===== config.mk =====
export PLATFORM = sky130hd
export DESIGN_NAME = sorted_priority_queue
export DESIGN_NICKNAME = d
export VERILOG_FILES = /design/src/hdl/spq_pkg.sv /design/src/hdl/spq_cell.sv /design/src/hdl/sorted_priority_queue.sv
export SDC_FILE = /design/constraint.sdc
export NUM_CORES = 2
export LEC_CHECK = 0
export BUFFER_PORTS_ARGS = -buffer_cell sky130_fd_sc_hd__clkbuf_2
export CAP_MARGIN = 20
export CORE_MARGIN = 2
export CORE_UTILIZATION = 37
export CTS_CLUSTER_SIZE = 28
export DETAILED_ROUTE_END_ITERATION = 8
export GPL_TIMING_DRIVEN = 0
export MAX_ROUTING_LAYER = met4
export PLACE_DENSITY = 0.6
export SLEW_MARGIN = 20
export SYNTH_ARGS = -nofsm -noshare
export SYNTH_HDL_FRONTEND = slang
export SYNTH_SLANG_ARGS = --single-unit

===== constraint.sdc =====
create_clock -name clk -period 6.55 [get_ports clk]
set_input_delay 0.3275 -clock clk [delete_from_list [all_inputs] [get_ports clk]]
set_output_delay 0.3275 -clock clk [all_outputs]
set_load 0.1 [all_outputs]

===== src/hdl/spq_pkg.sv =====
package spq_pkg;

	localparam int QUEUE_DEPTH  = 16;
	localparam int PAYLOAD_BITS = 32;
	localparam int RANK_BITS    = 16;
	localparam int CNT_W        = $clog2(QUEUE_DEPTH + 1);

	// field widths on the ports
	localparam int DATA_W   = 32;
	localparam int PRIO_W   = 16;
	localparam int OCC_W    = 5;
	localparam int STATUS_W = 2;

	localparam int S_TDATA_W = ((DATA_W + PRIO_W + 7) / 8) * 8;
	localparam int M_FIELD_W = DATA_W + DATA_W + PRIO_W + 1 + OCC_W;
	localparam int M_TDATA_W = ((M_FIELD_W + 7) / 8) * 8;
	localparam int M_TUSER_W = 1 + STATUS_W;

	localparam logic [STATUS_W-1:0] ST_OK    = 2'd0;
	localparam logic [STATUS_W-1:0] ST_EMPTY = 2'd1;
	localparam logic [STATUS_W-1:0] ST_FULL  = 2'd2;

	localparam logic MODE_ENQ = 1'b0;
	localparam logic MODE_DEQ = 1'b1;

	typedef struct packed {
		logic                        valid;
		logic signed [RANK_BITS-1:0] rank;
		logic [PAYLOAD_BITS-1:0]     payload;
	} spq_entry_t;

	typedef struct packed {
		logic enq;
		logic deq;
	} spq_cmd_t;

endpackage


===== src/hdl/spq_cell.sv =====
module spq_cell
	import spq_pkg::*;
(
	input  logic                        clk,
	input  logic                        arst_n,
	input  spq_cmd_t                    cmd,
	input  logic signed [RANK_BITS-1:0] new_rank,
	input  logic [PAYLOAD_BITS-1:0]     new_payload,
	input  spq_entry_t                  left_ent,
	input  logic                        left_stay,
	input  spq_entry_t                  right_ent,
	output spq_entry_t                  ent,
	output spq_entry_t                  ent_nxt,
	output logic                        stay
);

	logic                        valid_q;
	logic signed [RANK_BITS-1:0] rank_q;
	logic [PAYLOAD_BITS-1:0]     payload_q;

	assign ent.valid   = valid_q;
	assign ent.rank    = rank_q;
	assign ent.payload = payload_q;

	// ties stay in front of a new item, so equal ranks leave in arrival order
	assign stay = valid_q && (rank_q <= new_rank);

	always_comb begin
		ent_nxt = ent;
		if (cmd.enq) begin
			if (stay) begin
				ent_nxt = ent;
			end else if (left_stay) begin
				ent_nxt.valid   = 1'b1;
				ent_nxt.rank    = new_rank;
				ent_nxt.payload = new_payload;
			end else begin
				ent_nxt = left_ent;
			end
		end else if (cmd.deq) begin
			ent_nxt = right_ent;
		end
	end

	always_ff @(posedge clk or negedge arst_n) begin
		if (!arst_n) begin
			valid_q <= 1'b0;
		end else begin
			valid_q <= ent_nxt.valid;
		end
	end

	always_ff @(posedge clk) begin
		rank_q    <= ent_nxt.rank;
		payload_q <= ent_nxt.payload;
	end

endmodule


===== src/hdl/sorted_priority_queue.sv =====
// Min-first priority queue of QUEUE_DEPTH entries held in a row of cells
// kept in ascending rank order; equal ranks leave in arrival order. Each
// input transaction (tuser 0 enqueue, 1 dequeue) yields one result
// transaction in the cycle after it is taken. A new transaction is taken
// every cycle as long as the result register is empty or being drained:
// every cell compares its rank with the incoming one in parallel and then
// keeps its entry, takes the new one, or takes its neighbor's, so the
// whole row updates at once. Dequeue on empty and enqueue on full change
// nothing and report a status. No clearing pass is needed after reset.
module sorted_priority_queue
	import spq_pkg::*;
(
	input  logic                 clk,
	input  logic                 arst_n,
	input  logic                 s_tvalid,
	output logic                 s_tready,
	input  logic [S_TDATA_W-1:0] s_tdata,  // in_data, in_priority
	input  logic                 s_tuser,  // mode
	output logic                 m_tvalid,
	input  logic                 m_tready,
	// out_data, head_data, head_priority, not_empty, occupancy
	output logic [M_TDATA_W-1:0] m_tdata,
	output logic [M_TUSER_W-1:0] m_tuser   // out_valid, status
);

	logic                        s_acc;
	logic [DATA_W-1:0]           in_data;
	logic signed [PRIO_W-1:0]    in_priority;
	logic signed [RANK_BITS-1:0] new_rank;
	logic [PAYLOAD_BITS-1:0]     new_payload;
	logic [CNT_W-1:0]            count_q;
	logic [CNT_W-1:0]            count_d;
	logic                        full;
	logic                        empty;
	spq_cmd_t                    cmd;
	spq_entry_t                  ents     [QUEUE_DEPTH];
	spq_entry_t                  ents_nxt [QUEUE_DEPTH];
	logic                        stays    [QUEUE_DEPTH];
	logic [QUEUE_DEPTH-1:0]      valid_vec;
	logic [STATUS_W-1:0]         status_d;

	logic                     m_tvalid_q;
	logic [DATA_W-1:0]        out_data_q;
	logic                     out_valid_q;
	logic [STATUS_W-1:0]      status_q;
	logic [DATA_W-1:0]        head_data_q;
	logic signed [PRIO_W-1:0] head_prio_q;
	logic                     not_empty_q;
	logic [OCC_W-1:0]         occ_q;

	assign s_tready    = !m_tvalid_q || m_tready;
	assign s_acc       = s_tvalid && s_tready;
	assign in_data     = s_tdata[DATA_W-1:0];
	assign in_priority = s_tdata[DATA_W+PRIO_W-1:DATA_W];
	assign new_rank    = RANK_BITS'(in_priority);
	assign new_payload = PAYLOAD_BITS'(in_data);

	assign full  = (count_q == CNT_W'(QUEUE_DEPTH));
	assign empty = (count_q == '0);

	assign cmd.enq = s_acc && (s_tuser == MODE_ENQ) && !full;
	assign cmd.deq = s_acc && (s_tuser == MODE_DEQ) && !empty;

	genvar gi;
	generate
		for (gi = 0; gi < QUEUE_DEPTH; gi++) begin : g_cell
			spq_entry_t left_ent;
			spq_entry_t right_ent;
			logic       left_stay;

			if (gi == 0) begin : g_first
				assign left_ent  = '0;
				assign left_stay = 1'b1;
			end else begin : g_mid
				assign left_ent  = ents[gi-1];
				assign left_stay = stays[gi-1];
			end

			if (gi == QUEUE_DEPTH - 1) begin : g_last
				assign right_ent = '0;
			end else begin : g_inner
				assign right_ent = ents[gi+1];
			end

			spq_cell u_cell (
				.clk         (clk),
				.arst_n      (arst_n),
				.cmd         (cmd),
				.new_rank    (new_rank),
				.new_payload (new_payload),
				.left_ent    (left_ent),
				.left_stay   (left_stay),
				.right_ent   (right_ent),
				.ent         (ents[gi]),
				.ent_nxt     (ents_nxt[gi]),
				.stay        (stays[gi])
			);

			assign valid_vec[gi] = ents[gi].valid;
		end
	endgenerate

	always_comb begin
		count_d = count_q;
		if (cmd.enq) begin
			count_d = count_q + CNT_W'(1);
		end else if (cmd.deq) begin
			count_d = count_q - CNT_W'(1);
		end
	end

	always_comb begin
		status_d = ST_OK;
		if (s_tuser == MODE_ENQ && full) begin
			status_d = ST_FULL;
		end else if (s_tuser == MODE_DEQ && empty) begin
			status_d = ST_EMPTY;
		end
	end

	always_ff @(posedge clk or negedge arst_n) begin
		if (!arst_n) begin
			count_q    <= '0;
			m_tvalid_q <= 1'b0;
		end else begin
			if (s_acc) begin
				count_q <= count_d;
			end
			if (s_tready) begin
				m_tvalid_q <= s_tvalid;
			end
		end
	end

	// head view comes from the row's next state, valid bit zeroes an empty head
	always_ff @(posedge clk) begin
		if (s_acc) begin
			out_data_q  <= cmd.deq ? DATA_W'(ents[0].payload) : '0;
			out_valid_q <= cmd.deq;
			status_q    <= status_d;
			head_data_q <= ents_nxt[0].valid ? DATA_W'(ents_nxt[0].payload) : '0;
			head_prio_q <= ents_nxt[0].valid ? PRIO_W'(ents_nxt[0].rank) : '0;
			not_empty_q <= ents_nxt[0].valid;
			occ_q       <= OCC_W'(count_d);
		end
	end

	assign m_tvalid = m_tvalid_q;
	assign m_tdata  = M_TDATA_W'({occ_q, not_empty_q, head_prio_q, head_data_q, out_data_q});
	assign m_tuser  = {status_q, out_valid_q};

	// occupancy count tracks the cells holding entries
	a_count_matches: assert property (@(posedge clk) disable iff (!arst_n)
		$countones(valid_vec) == int'(count_q))
		else $error("count does not match valid cells");

	// occupied cells form an unbroken run from the head
	a_valid_packed: assert property (@(posedge clk) disable iff (!arst_n)
		(valid_vec & (valid_vec + QUEUE_DEPTH'(1))) == '0)
		else $error("hole in cell row");

	// head pair stays in rank order
	a_head_sorted: assert property (@(posedge clk) disable iff (!arst_n)
		ents[1].valid |-> (ents[0].rank <= ents[1].rank))
		else $error("head out of order");

	// a dequeue from a non-empty queue returns a payload
	a_deq_result: assert property (@(posedge clk) disable iff (!arst_n)
		cmd.deq |=> (m_tvalid && m_tuser[0]))
		else $error("dequeue produced no payload");

endmodule


==> impl_metrics.yaml <==
outcome:
  status: "completed"
clocking:
  cts_buffer_depth: 3
  cts_resized: 0
  cts_buffers: 98
  cts.sinks: 879
  htree_levels: 3
  cts_root_buf: "clkbuf_16"
  cts_tree: "built"
  clk_latency_ns: 0.75
  path_clk_slew_ns: 0.06
die:
  die_area_mm2: 0.136
  fp.dieH_um: 369
  fp.coreArea_mm2: 0.132
  die_w_um: 369
  initial_core_util_pct: 37.4
  num_rows: 133
  io_pins: 146
sta:
  final-setup-viol-count: 0
  fin_skew_ns: 0.0351
  rsz0062_at_grt: "no"
  period_share_pct: 85.2
  max_slew_margin_pct: 12.5
  fmax_ghz: 0.179
  tns_ns: 0
  hold_viol: 0
  slew_violations: 0
  worstMarginPinSlew_ns: 1.31
  period_minus_slack_ns: 5.58
hold_path:
  hp-start: "s_tdata[16]"
  hold_end: "g_cell[0].u_cell.payload_q[16]$_DFF_P_"
  hold_path.class: "in2reg"
  holdPathStages: 3
setup_path:
  rrSetupSlack_ns: 0.97
  r2r_cells: 12
  crit_type: "reg2reg"
  r2r_end: "g_cell[15].u_cell.rank_q[14]$_SDFFCE_PN0P_"
  cp_data_arrival_time_ns: 6.06
  start_kind: "flip-flop"
  r2r-start: "count_q[0]$_DFFE_PN0P_"
  crit_path_max_fanout: 10
  end_kind: "flip-flop"
  critical_path_required_ns: 7.03
grt:
  first_global_vias: 40700
  track_usage_pct: 29.1
  grt_max_degree: 59
  grt.overflow.total: 0
  antenna_found_initial: 7
  grt_pass1_wl_um: 283000
power_and_ir_drop:
  p_sw_mw: 7.98
  internal_power_mw: 12.7
  peakVddDrop_v: 0.000209
  leakagePower_nw: 22.4
  power_frac_seq_pct: 39.5
  swShare_pct: 38.6
  power.density_mw_per_mm2: 366
  combPwrFrac_pct: 32.5
  pwr-share-clk_pct: 28.0
finish:
  area_delta_synth_final_pct: 14.8
  fin_nets: 5320
  utilization_pct: 42.9
  drive_above_1_share_pct: 9.34
route:
  drc: 0
  detail_route.iter0.violations: 5786
  ant_nets: 0
  vias: 42200
  wl_per_cell_um: 28.9
  via_per_inst: 6.15
  drt_pass1_iterations: 6
  routed_wirelength_um: 198000
synthesis:
  ys_types: 76
  synth_area_mm2: 0.0493
  synth_edf_count: 809
  ys_async_sr_fraction_pct: 2.50
  synth_flop_cell: "edfxtp_1"
  ys_seq_area_share_pct: 52.4
  synth_seq_cells: 879
  yosys_warnings: 0
  synthCells: 4708
  syn-mean-instance-area_um2: 10.5
run:
  max_cap_violations: 0
place:
  gp_congestion: 0.978
  portBuffers: 142
  dp_hpwl_um: 146000
==> worst max path at each step <==
stage	from	endpoint	slack (ns)	cells past startpoint
global route	count_q[0]$_DFFE_PN0P_	g_cell[15].u_cell.rank_q[15]$_SDFFCE_PN0P_	1.11	12
finish	count_q[0]$_DFFE_PN0P_	g_cell[15].u_cell.rank_q[14]$_SDFFCE_PN0P_	0.97	12
global placement	s_tdata[45]	g_cell[2].u_cell.payload_q[19]$_DFFE_PP_	-5.11	11
detailed placement	s_tdata[45]	g_cell[14].u_cell.rank_q[14]$_DFFE_PP_	0.56	12
CTS	count_q[0]$_DFFE_PN0P_	g_cell[15].u_cell.rank_q[15]$_SDFFCE_PN0P_	1.20	12
floorplan	m_tvalid$_DFFE_PN0N_	g_cell[13].u_cell.payload_q[0]$_DFFE_PP_	-0.44	7
==> state kept, by name, indices dropped and copies added (netlist names) <==
name / cells
not_empty_q: 1
g_cell.u_cell.valid_q: 16
head_prio_q: 16
out_valid_q: 1
out_data_q: 32
m_tvalid: 1
status_q: 2
occ_q: 5
g_cell.u_cell.payload_q: 512
count_q: 5
head_data_q: 32
g_cell.u_cell.rank_q: 256
==> cell families (layout without fill, tap and decap cells) <==
| kind of cell | count (synthesis) | after routing | synth area share, % |
|---|---|---|---|
| xor+xnor | 6 | 6 | 0.107 |
| simple gates | 1286 | 1286 | 11.2 |
| flops | 879 | 879 | 52.4 |
| compound gates | 1328 | 1328 | 15.6 |
| fa+ha+maj | 258 | 258 | 6.55 |
| buf+inv | 453 | 838 | 4.01 |
| mux | 497 | 497 | 10.1 |
| other cells | 1 | 9 | 0.00761 |
==> layout make-up <==
type	count	area, µm²
diodes	7	17.5
plain buffers	389	1740
clock buffers	125	2670
clock inverters	60	602
fillers	12800	75200
inverters	64	245
multi-input cells	3377	21600
flip-flops and latches	879	25800
well taps	1755	2200
repair buffers	200	1670
==> layer usage <==
layer | track usage [%] | vias to the layer above | part of all wire, %
li1 | - | 18100 | -
met1 | 37.6 | 20900 | 40
met2 | 43.8 | 2718 | 44
met3 | 6.98 | 484 | 12
met4 | 12.1 | 0 | 4.6
met5 | - | - | 0
==> placed cells by master (no fill, tap or decap), types with 64 or more instances in the layout <==
cell	n
o21ai_0	258
nand2_1	440
buf_2	69
a31oi_1	64
clkbuf_2	147
mux2i_1	497
nor2_1	497
clkbuf_1	266
o211ai_1	110
ha_1	258
a21oi_1	690
clkbuf_16	99
edfxtp_1	809
nand3_1	176
==> Yosys cell counts (all sizes together) (6+ instances only) <==
master / count / share of area, %
edfxtp: 809 / 49
a21oi: 695 / 7.1
mux2i: 497 / 10
nor2: 497 / 3.8
nand2: 448 / 3.4
o21ai: 265 / 2.7
ha: 258 / 6.6
clkbuf: 254 / 1.9
nand3: 176 / 1.8
buf: 135 / 1.6
o211ai: 112 / 1.7
a31oi: 66 / 0.88
inv: 64 / 0.49
a211oi: 57 / 0.89
dfxtp: 48 / 2.0
a21o: 40 / 0.61
nand4: 39 / 0.50
and2: 37 / 0.47
dfrtp: 22 / 1.1
o31ai: 22 / 0.38
nor2b: 21 / 0.27
nor4: 17 / 0.22
nand2b: 13 / 0.18
a221o: 12 / 0.24
and4: 11 / 0.20
nor3: 9 / 0.091
a2111oi: 7 / 0.14
o221ai: 7 / 0.14
xnor2: 6 / 0.11
==> worst max-delay path, cell delays in order, from the launching register on <==
cell and delay, ns:
dfrtp_1 0.42, inv_1 0.14, ha_1 0.22, and2_1 0.21, a211o_1 0.27, buf_2 0.44, clkbuf_1 0.61, clkbuf_2 0.76
clkbuf_1 0.94, o211ai_1 0.54, buf_4 0.35, buf_4 0.19, buf_4 0.18
==> through the flow <==
stage	total power [mW]	cells	setup WS [ns]	hold WS, ns	instance area [µm²]
final	20.7	6856	0.971	0.0351	56600
after global routing	21.3	6856	1.11	0.0522	56600
after CTS	20.5	6849	1.20	0.00409	56500
after detailed placement	14.7	6643	0.556	0.404	53100
after global placement	14.5	6606	-5.11	0.398	52200
after floorplan	12.3	4709	-0.443	0.0319	49300
==> repair_timing <==
| item | 4_1_cts | 5_1_grt |
|---|---|---|
| hold buffers | 21 | 0 |
| endpoints found under the hold margin | 41 | 0 |
| setup buffers | 0 | 0 |
==> power by group through the flow <==
stage               clock network (mW)  logic, mW  registers [mW]
floorplan                            0       3.64            8.63
global placement                     0       6.20            8.35
detailed placement                   0       6.52            8.23
CTS                               5.80       6.55            8.12
global route                      6.01       7.10            8.24
finish                            5.79       6.73            8.16
Note: power is estimated with default switching activity, not from simulation.
